===== src/rtl/core/prf_pkg.sv =====
`default_nettype none
package prf_pkg;
    localparam int MOD_BITS    = 16;
    localparam int MAX_FACTORS = 6;
    localparam int FAC_IDX_W   = $clog2(MAX_FACTORS + 1);
    localparam int CNT_W       = $clog2(MOD_BITS + 1);

    // datapath operations
    localparam logic [3:0] OP_NONE    = 4'd0;
    localparam logic [3:0] OP_LOAD    = 4'd1;
    localparam logic [3:0] OP_HALVE   = 4'd2;
    localparam logic [3:0] OP_DIV_GO  = 4'd3;
    localparam logic [3:0] OP_DIV_STP = 4'd4;
    localparam logic [3:0] OP_SQ_CHK  = 4'd5;
    localparam logic [3:0] OP_DIVIDE  = 4'd6;
    localparam logic [3:0] OP_NEXT_D  = 4'd7;
    localparam logic [3:0] OP_ADD_FAC = 4'd8;
    localparam logic [3:0] OP_SEL_FAC = 4'd9;
    localparam logic [3:0] OP_POW_STP = 4'd10;
    localparam logic [3:0] OP_NEXT_R  = 4'd11;
    localparam logic [3:0] OP_FAC_M   = 4'd12;

    typedef struct packed {
        logic [3:0] op;
    } t_cmd;

    typedef struct packed {
        logic small_n;    // n below three
        logic m_even;
        logic m_zero;
        logic div_busy;   // shared divider running
        logic div_zero;   // last remainder is zero
        logic sq_gt;      // d*d > m
        logic m_gt2;
        logic pow_busy;
        logic pow_one;    // last power equals one
        logic fac_last;   // selected factor is the last stored
        logic no_fac;
        logic r_last;     // candidate equals n-1
    } t_sts;
endpackage
`default_nettype wire


===== src/rtl/core/prf_ctrl.sv =====
`default_nettype none
module prf_ctrl
    import prf_pkg::*;
(
    input  wire  i_clk,
    input  wire  i_rst_n,
    input  wire  i_valid,
    output logic o_ready,
    output logic o_valid,
    input  wire  i_ready,
    output logic o_found_set,
    output t_cmd o_cmd,
    input  t_sts i_sts
);
    localparam logic [3:0] S_IDLE  = 4'd0;
    localparam logic [3:0] S_CHK   = 4'd1;
    localparam logic [3:0] S_EVEN  = 4'd2;
    localparam logic [3:0] S_SQ    = 4'd3;
    localparam logic [3:0] S_DIVW  = 4'd4;
    localparam logic [3:0] S_DIVD  = 4'd5;
    localparam logic [3:0] S_LASTF = 4'd6;
    localparam logic [3:0] S_SEL   = 4'd7;
    localparam logic [3:0] S_POW   = 4'd8;
    localparam logic [3:0] S_PCHK  = 4'd9;
    localparam logic [3:0] S_OUT   = 4'd10;
    localparam logic [3:0] S_EVEN2 = 4'd11;
    localparam logic [3:0] S_POWQ  = 4'd12;
    localparam logic [3:0] S_EXPW  = 4'd13;

    logic [3:0] r_state, n_state;
    logic       r_found, n_found;

    assign o_ready     = (r_state == S_IDLE);
    assign o_valid     = (r_state == S_OUT);
    assign o_found_set = r_found;

    always_comb begin
        n_state = r_state;
        n_found = r_found;
        o_cmd.op = OP_NONE;
        case (r_state)
            S_IDLE: if (i_valid) begin
                o_cmd.op = OP_LOAD; n_found = 1'b0; n_state = S_CHK;
            end
            S_CHK: begin
                if (i_sts.small_n) n_state = S_OUT;
                else if (i_sts.m_zero) n_state = S_SEL;
                else n_state = S_EVEN;
            end
            S_EVEN: begin
                if (i_sts.m_even) begin
                    o_cmd.op = OP_ADD_FAC; n_state = S_EVEN2;
                end else n_state = S_SQ;
            end
            S_EVEN2: begin o_cmd.op = OP_HALVE; n_state = S_EVEN; end
            S_SQ: begin
                if (i_sts.sq_gt) n_state = S_LASTF;
                else begin o_cmd.op = OP_DIV_GO; n_state = S_DIVW; end
            end
            S_DIVW: begin
                o_cmd.op = OP_DIV_STP;
                if (!i_sts.div_busy) n_state = S_DIVD;
            end
            S_DIVD: begin
                if (i_sts.div_zero) begin o_cmd.op = OP_DIVIDE; n_state = S_SQ; end
                else begin o_cmd.op = OP_NEXT_D; n_state = S_SQ; end
            end
            S_LASTF: begin
                if (i_sts.m_gt2) o_cmd.op = OP_FAC_M;
                n_state = S_SEL;
            end
            S_SEL: begin
                if (i_sts.no_fac) begin n_found = 1'b1; n_state = S_OUT; end
                else begin o_cmd.op = OP_SEL_FAC; n_state = S_POWQ; end
            end
            S_POWQ: begin o_cmd.op = OP_DIV_GO; n_state = S_EXPW; end
            // wait for the exponent, then start powering
            S_EXPW: begin
                if (!i_sts.div_busy) begin o_cmd.op = OP_POW_STP; n_state = S_POW; end
            end
            S_POW: begin
                if (i_sts.pow_busy) o_cmd.op = OP_POW_STP;
                else n_state = S_PCHK;
            end
            S_PCHK: begin
                if (i_sts.pow_one) begin
                    if (i_sts.r_last) n_state = S_OUT;
                    else begin o_cmd.op = OP_NEXT_R; n_state = S_SEL; end
                end else if (i_sts.fac_last) begin
                    n_found = 1'b1; n_state = S_OUT;
                end else begin o_cmd.op = OP_SEL_FAC; n_state = S_POWQ; end
            end
            S_OUT: if (i_ready) n_state = S_IDLE;
            default: n_state = S_IDLE;
        endcase
    end

    always_ff @(posedge i_clk) begin
        if (!i_rst_n) begin
            r_state <= S_IDLE;
            r_found <= 1'b0;
        end else begin
            r_state <= n_state;
            r_found <= n_found;
        end
    end

    a_out_hold: assert property (@(posedge i_clk) disable iff (!i_rst_n)
        o_valid && !i_ready |=> o_valid) else $error("result dropped");
    a_no_accept_busy: assert property (@(posedge i_clk) disable iff (!i_rst_n)
        o_valid |-> !o_ready) else $error("accept while result pending");
    a_start: assert property (@(posedge i_clk) disable iff (!i_rst_n)
        o_ready && i_valid |=> r_state == S_CHK) else $error("start lost");
endmodule
`default_nettype wire


===== src/rtl/core/prf_dp.sv =====
`default_nettype none
module prf_dp
    import prf_pkg::*;
(
    input  wire                 i_clk,
    input  wire  [15:0]         i_modulus,
    input  t_cmd                i_cmd,
    input  wire                 i_found,
    output t_sts                o_sts,
    output logic [15:0]         o_root
);
    localparam int W = MOD_BITS;

    logic [W-1:0]     r_n, r_phi, r_m, r_d, r_r, r_p;
    logic [W-1:0]     r_fac [MAX_FACTORS];
    logic [FAC_IDX_W-1:0] r_cnt, r_sel;
    // shared restoring divider: quotient/remainder of r_dn / r_dd
    logic [W-1:0]     r_dq, r_drem, r_dn, r_dd;
    logic [CNT_W-1:0] r_dc;
    logic             r_dbusy;
    // square-and-multiply
    logic [W-1:0]     r_e, r_acc, r_base;
    logic [2*W-1:0]   r_prod;
    logic [1:0]       r_ph;   // 0 mult acc, 1 reduce acc, 2 square, 3 reduce base
    logic             r_pbusy;
    // modular reducer, bit per cycle over a double-width product
    logic [2*W-1:0]   r_rv;
    logic [W:0]       r_rr;
    logic [$clog2(2*W+1)-1:0] r_rc;
    logic             r_rbusy;

    logic [W:0]   div_try, red_try;
    logic [2*W-1:0] d_sq;
    logic         fac_dup;
    logic [W-1:0] fac_new;

    assign d_sq    = r_d * r_d;
    assign div_try = {r_drem, r_dn[W-1]} - {1'b0, r_dd};
    assign red_try = {r_rr[W-1:0], r_rv[2*W-1]} - {1'b0, r_n};
    assign fac_new = (i_cmd.op == OP_ADD_FAC) ? W'(2) :
                     (i_cmd.op == OP_DIVIDE) ? r_d : r_m;

    always_comb begin
        fac_dup = 1'b0;
        for (int k = 0; k < MAX_FACTORS; k++)
            if (FAC_IDX_W'(k) < r_cnt && r_fac[k] == fac_new) fac_dup = 1'b1;
    end

    always_comb begin
        o_sts.small_n  = (r_n < W'(3));
        o_sts.m_even   = ~r_m[0];
        o_sts.m_zero   = (r_m == '0);
        o_sts.div_busy = r_dbusy;
        o_sts.div_zero = (r_drem == '0);
        o_sts.sq_gt    = (d_sq > {{W{1'b0}}, r_m});
        o_sts.m_gt2    = (r_m > W'(2));
        o_sts.pow_busy = r_pbusy;
        o_sts.pow_one  = (r_acc == W'(1));
        o_sts.fac_last = (r_sel == r_cnt);
        o_sts.no_fac   = (r_cnt == '0);
        o_sts.r_last   = (r_r == r_phi);
    end

    assign o_root = i_found ? 16'(r_r) : 16'd0;

    always_ff @(posedge i_clk) begin
        // reducer advance
        if (r_rbusy) begin
            r_rv <= {r_rv[2*W-2:0], 1'b0};
            r_rr <= red_try[W] ? {r_rr[W-1:0], r_rv[2*W-1]} : red_try;
            r_rc <= r_rc - 1'b1;
            if (r_rc == 1) r_rbusy <= 1'b0;
        end
        // divider advance
        if (r_dbusy) begin
            r_dn <= {r_dn[W-2:0], 1'b0};
            if (div_try[W]) begin
                r_drem <= {r_drem[W-2:0], r_dn[W-1]};
                r_dq   <= {r_dq[W-2:0], 1'b0};
            end else begin
                r_drem <= div_try[W-1:0];
                r_dq   <= {r_dq[W-2:0], 1'b1};
            end
            r_dc <= r_dc - 1'b1;
            if (r_dc == 1) r_dbusy <= 1'b0;
        end
        case (i_cmd.op)
            OP_LOAD: begin
                r_n   <= i_modulus[W-1:0];
                r_phi <= i_modulus[W-1:0] - 1'b1;
                r_m   <= i_modulus[W-1:0] - 1'b1;
                r_d   <= W'(3);
                r_r   <= W'(2);
                r_cnt <= '0;
                r_sel <= '0;
                r_dbusy <= 1'b0; r_pbusy <= 1'b0; r_rbusy <= 1'b0;
            end
            OP_ADD_FAC, OP_FAC_M: begin
                if (!fac_dup && r_cnt < FAC_IDX_W'(MAX_FACTORS)) begin
                    r_fac[r_cnt[FAC_IDX_W-1:0]] <= fac_new;
                    r_cnt <= r_cnt + 1'b1;
                end
            end
            OP_HALVE: r_m <= r_m >> 1;
            OP_DIV_GO: begin
                // exponent (n-1)/p once a factor is selected, else trial division
                r_dn <= (r_sel != '0) ? r_phi : r_m;
                r_dd <= (r_sel != '0) ? r_p : r_d;
                r_drem <= '0; r_dq <= '0;
                r_dc <= CNT_W'(W);
                r_dbusy <= 1'b1;
            end
            OP_DIVIDE: begin
                if (!fac_dup && r_cnt < FAC_IDX_W'(MAX_FACTORS)) begin
                    r_fac[r_cnt[FAC_IDX_W-1:0]] <= r_d;
                    r_cnt <= r_cnt + 1'b1;
                end
                r_m <= r_dq;
            end
            OP_NEXT_D: r_d <= r_d + W'(2);
            OP_SEL_FAC: begin
                r_p   <= r_fac[r_sel[FAC_IDX_W-1:0] < FAC_IDX_W'(MAX_FACTORS)
                               ? r_sel : '0];
                r_sel <= r_sel + 1'b1;
                r_pbusy <= 1'b0;
            end
            OP_POW_STP: begin
                if (!r_dbusy && !r_pbusy) begin
                    // divider done: exponent ready, start powering from base r
                    r_e     <= r_dq;
                    r_acc   <= W'(1);
                    r_rr    <= {1'b0, r_r};
                    r_ph    <= 2'd0;
                    r_pbusy <= (r_dq != '0);
                end else if (r_pbusy && !r_rbusy) begin
                    case (r_ph)
                        2'd0: begin
                            // reduced base sits in the reducer remainder
                            r_prod <= r_e[0] ? r_acc * r_rr[W-1:0]
                                             : {{W{1'b0}}, r_acc};
                            r_base <= r_rr[W-1:0];
                            r_ph <= 2'd1;
                        end
                        2'd1: begin
                            r_rv <= r_prod; r_rr <= '0;
                            r_rc <= ($clog2(2*W+1))'(2*W); r_rbusy <= 1'b1;
                            r_ph <= 2'd2;
                        end
                        2'd2: begin
                            r_acc  <= r_rr[W-1:0];
                            r_prod <= r_base * r_base;
                            r_ph   <= 2'd3;
                        end
                        default: begin
                            // skip the square reduction after the last bit
                            if (r_e == W'(1)) r_pbusy <= 1'b0;
                            else begin
                                r_rv <= r_prod; r_rr <= '0;
                                r_rc <= ($clog2(2*W+1))'(2*W); r_rbusy <= 1'b1;
                            end
                            r_e  <= r_e >> 1;
                            r_ph <= 2'd0;
                        end
                    endcase
                end
            end
            OP_NEXT_R: begin
                r_r <= r_r + 1'b1;
                r_sel <= '0;
            end
            default: ;
        endcase
    end
endmodule
`default_nettype wire


===== src/rtl/core/primitive_root_finder.sv =====
// Channel | Direction | Signals
// modulus | in        | i_valid, o_ready, i_modulus[15:0]
// result  | out       | o_valid, i_ready, o_root[15:0], o_found
// One word at a time; latency is data dependent: trial division steps
// through the odd divisors and each power through the exponent bits,
// using the bit-serial divider and modular reducer.
// Synchronous active-low reset returns the controller to idle.
// The result is held until taken; no new word is accepted meanwhile.
`default_nettype none
module primitive_root_finder
    import prf_pkg::*;
(
    input  wire         i_clk,
    input  wire         i_rst_n,
    input  wire         i_valid,
    output logic        o_ready,
    input  wire  [15:0] i_modulus,
    output logic        o_valid,
    input  wire         i_ready,
    output logic [15:0] o_root,
    output logic        o_found
);
    t_cmd cmd;
    t_sts sts;
    logic found;

    prf_ctrl u_ctrl (.i_clk, .i_rst_n, .i_valid, .o_ready, .o_valid, .i_ready,
        .o_found_set(found), .o_cmd(cmd), .i_sts(sts));
    prf_dp u_dp (.i_clk, .i_modulus, .i_cmd(cmd), .i_found(found),
        .o_sts(sts), .o_root);

    assign o_found = found;
endmodule
`default_nettype wire


===== config.mk =====
export PLATFORM = sky130hd
export DESIGN_NAME = primitive_root_finder
export DESIGN_NICKNAME = d
export VERILOG_FILES = /design/src/rtl/core/prf_pkg.sv /design/src/rtl/core/prf_ctrl.sv /design/src/rtl/core/prf_dp.sv /design/src/rtl/core/primitive_root_finder.sv
export SDC_FILE = /design/constraint.sdc
export NUM_CORES = 2
export LEC_CHECK = 0
export BUFFER_PORTS_ARGS = -buffer_cell sky130_fd_sc_hd__buf_4
export CELL_PAD_IN_SITES_DETAIL_PLACEMENT = 1
export CELL_PAD_IN_SITES_GLOBAL_PLACEMENT = 1
export CORE_MARGIN = 4
export CORE_UTILIZATION = 32
export CTS_CLUSTER_DIAMETER = 40
export DETAILED_ROUTE_END_ITERATION = 8
export PLACE_DENSITY = 0.53
export SYNTH_ARGS = -nofsm -noshare
export SYNTH_HDL_FRONTEND = slang
export SYNTH_SLANG_ARGS = --single-unit

===== constraint.sdc =====
create_clock -name i_clk -period 11.91 [get_ports i_clk]
set_clock_uncertainty 0.15 [all_clocks]
set_input_delay 1.191 -clock i_clk [delete_from_list [all_inputs] [get_ports i_clk]]
set_output_delay 1.191 -clock i_clk [all_outputs]
set_load 0.02 [all_outputs]

==> run summary <==
status - complete, no violations
worst slack, placed - 1.92 ns
die area - 0.144 mm²
Post-synth EDFFs - 312
drt first-iter violations - 1299
Vias - 31900
clk buf depth - 3
most frequent cells after synthesis - inv_1 (788), fa_1 (523), nand2_1 (492), ha_1 (360), edfxtp_1 (312)
syn_area_per_cell - 9.59 µm²
H-tree lvl count - 3
Area Overhead vs Synth - 11.2%
post-route ant nets - 0
hpwl dp - 102000 µm
first-pass GRT wire length - 210000 µm
yosys warns - 0
vias per cell - 4.97
vias in the first global route - 35300
fmax - 102 MHz
crit path max fanout - 70
largest area contributor in the netlist - fa_1
buffers and inverters on the worst path - 6
Final #Nets - 5482
Initial Util - 32.3%
core box area - 0.136 mm²
CP max stage delay - 0.69 ns
Max stage delay cell, worst path - edfxtp_1
final hold violation count - 0
Yosys reg bits - 410
RSZ-0062 raised after global routing - false
max-slew violations - 0
antenna violations before repair - 2
Max-Cap Viols - 0
post-synthesis async set-or-reset flop share - 0%
Final Worst Setup Slack - 2.09 ns
Setup crit start - u_dp.r_d[7]
fillers - 15500
TritonCTS Buffers - 77
TritonCTS clock tree - built
Setup TNS - 0 ns
Main synth FF type - edfxtp_1
Root Buffer Master - clkbuf_16
grt ovf - 0
Sink Count - 410
sequential element share of the synthesized area - 25.7%
drt pass-1 iters - 5
Worst setup SP type - flip-flop
wire per inst - 20.7 µm
final setup fails - 0
Critical R2R Capture - u_dp.r_dn[8]
Worst Hold Endpoint - u_dp.r_rv[31]
mapped cell area - 0.0440 mm²
CP Capture Type - flip-flop
Worst Reg-to-Reg Cells - 29
Distinct cells, synth - 94
DRC - 0
# rows - 135
Arr. time, crit path - 10.06 ns
HP Class - reg2reg
Max-slew headroom - 21.0%
total track usage - 19.0%
Syn Inst Count - 4589
Slew @ Worst Pin - 1.18 ns
hold_buf cts - 0
hold path depth - 2
CP Class - reg2reg
Critical Path RT - 12.15 ns
Final Wtd Congestion - 0.804
PortBufs - 38
Worst-Skew Late Latency - 0.64 ns
Die Wd - 379 µm
Final Cycle Share - 82.4%
hold_sp - u_dp.r_prod[31]
largest net degree at the start of global routing - 71
die height - 379 µm
IO Pins - 39
WL final - 133000 µm
Top delay family on crit path - adder cells
Synthesized Nets - 5492
top-count cell post-synth - inv_1
worst r2r src - u_dp.r_d[7]
fin crit period - 9.82 ns
fraction of layout cells with a size suffix above 1 - 6.76%
top cells by area, synth - fa_1 (24%), edfxtp_1 (21%), ha_1 (10%)
clk slew on worst S/H paths - 0.06 ns
post-cts resize count - 0
r2r setup slk - 2.09 ns
top-area cell type share of the netlist area - 23.8%
most used cell, CP - fa_1
Post-CTS Setup Repair Bufs - 0
==> layout make-up <==
type / instances / area [µm²] / area share [%]
diodes: 1 / 2.50 / 0.00511
clock buffers: 90 / 2090 / 4.27
clock inverters: 52 / 502 / 1.02
inverters: 795 / 2980 / 6.10
multi-input cells: 3188 / 29000 / 59.3
flip-flops and latches: 410 / 11300 / 23.2
well taps: 1781 / 2230 / 4.55
repair buffers: 107 / 803 / 1.64
==> placed cells by master, fill, tap and decap left out, types with 11 or more instances in the layout <==
cell	synthesis	layout
nand3_1	60	60
a211oi_1	42	42
nor2b_1	29	28
clkinv_1	5	13
o211ai_1	17	17
a211o_1	22	22
a21o_1	38	38
and2_1	197	197
mux2i_1	115	115
and3_1	20	20
nand2b_1	31	30
mux2_1	15	15
o22ai_1	11	11
inv_1	788	788
or3_1	14	14
a21oi_1	132	132
nor4_1	46	44
fa_1	523	523
nand2_1	492	492
nor2_1	254	253
o21bai_1	12	12
nand4_1	32	32
o21ai_0	181	181
a221o_1	14	14
ha_1	360	359
mux2_2	28	28
buf_4	4	107
clkbuf_16	0	81
xnor2_1	175	175
nor3_1	65	60
edfxtp_1	312	312
o21a_1	31	30
xor2_1	65	65
a221oi_1	13	13
o31ai_1	12	12
dfxtp_1	98	96
==> registers in the layout, indices dropped and copies added, names as in the netlist, 16 cells and up <==
register and count:
u_dp.r_drem 16, u_dp.r_prod 32, u_dp.r_dq 16, u_dp.r_p 16
u_dp.r_phi 16, u_dp.r_acc 16, u_dp.r_n 16, u_dp.r_base 16
u_dp.r_m 16, u_dp.r_rr 16, u_dp.r_rv 32, u_dp.r_e 16
u_dp.r_r 16, u_dp.r_fac 96, u_dp.r_dd 16, u_dp.r_dn 16
==> routing by layer <==
| layer | vias to the layer above | routed length (µm) | track usage, % |
|---|---|---|---|
| li1 | 15000 | - | - |
| met3 | 170 | 3100 | 2.11 |
| met1 | 16400 | 60000 | 24.6 |
| met5 | - | 0 | 0 |
| met4 | 0 | 3410 | 4.97 |
| met2 | 341 | 66400 | 33.6 |
==> worst max-delay path by stage <==
| stage | cells past startpoint | end | slack [ns] |
|---|---|---|---|
| finish | 29 | u_dp.r_dn[8] | 2.09 |
| global placement | 29 | u_dp.r_dn[9] | 2.09 |
| global route | 29 | u_dp.r_dn[8] | 1.44 |
| detailed placement | 29 | u_dp.r_dn[8] | 1.92 |
| floorplan | 32 | u_dp.r_dn[0] | 3.49 |
| CTS | 29 | u_dp.r_dn[8] | 1.88 |
==> kinds of logic after synthesis <==
logic type / after synthesis / synth area share (%)
AND/OR/NAND/NOR: 1274 / 13.6
flip-flops: 410 / 25.7
XOR/XNOR: 241 / 4.81
adder cells (fa/ha/maj): 883 / 34.0
buffers and inverters: 991 / 8.55
AO/OA/AOI/OAI: 630 / 9.46
multiplexers: 160 / 3.82
==> worst reg2reg max path: cells and delay by family, from the launching register on <==
family / cells / cell delay (ns)
adder cells (fa/ha/maj): 8 / 3.40
flip-flops: 1 / 0.69
XOR/XNOR: 1 / 0.17
multiplexers: 1 / 0.43
AO/OA/AOI/OAI: 7 / 1.56
AND/OR/NAND/NOR: 6 / 1.62
buffers and inverters: 6 / 1.54
==> metrics by stage <==
step | area [µm²] | cells | hold WS (ns) | utilization [%]
floorplan | 44000 | 4589 | 0.256 | -
global placement | 46400 | 6281 | 0.273 | 34.1
detailed placement | 46400 | 6281 | 0.281 | 34.1
CTS | 49000 | 6423 | 0.278 | 36.0
global route | 49000 | 6423 | 0.319 | 36.0
finish | 49000 | 6424 | 0.280 | 36.0
Power is not shown: default switching activity piles up to over one toggle a cycle in this logic, so the estimate is an artifact.
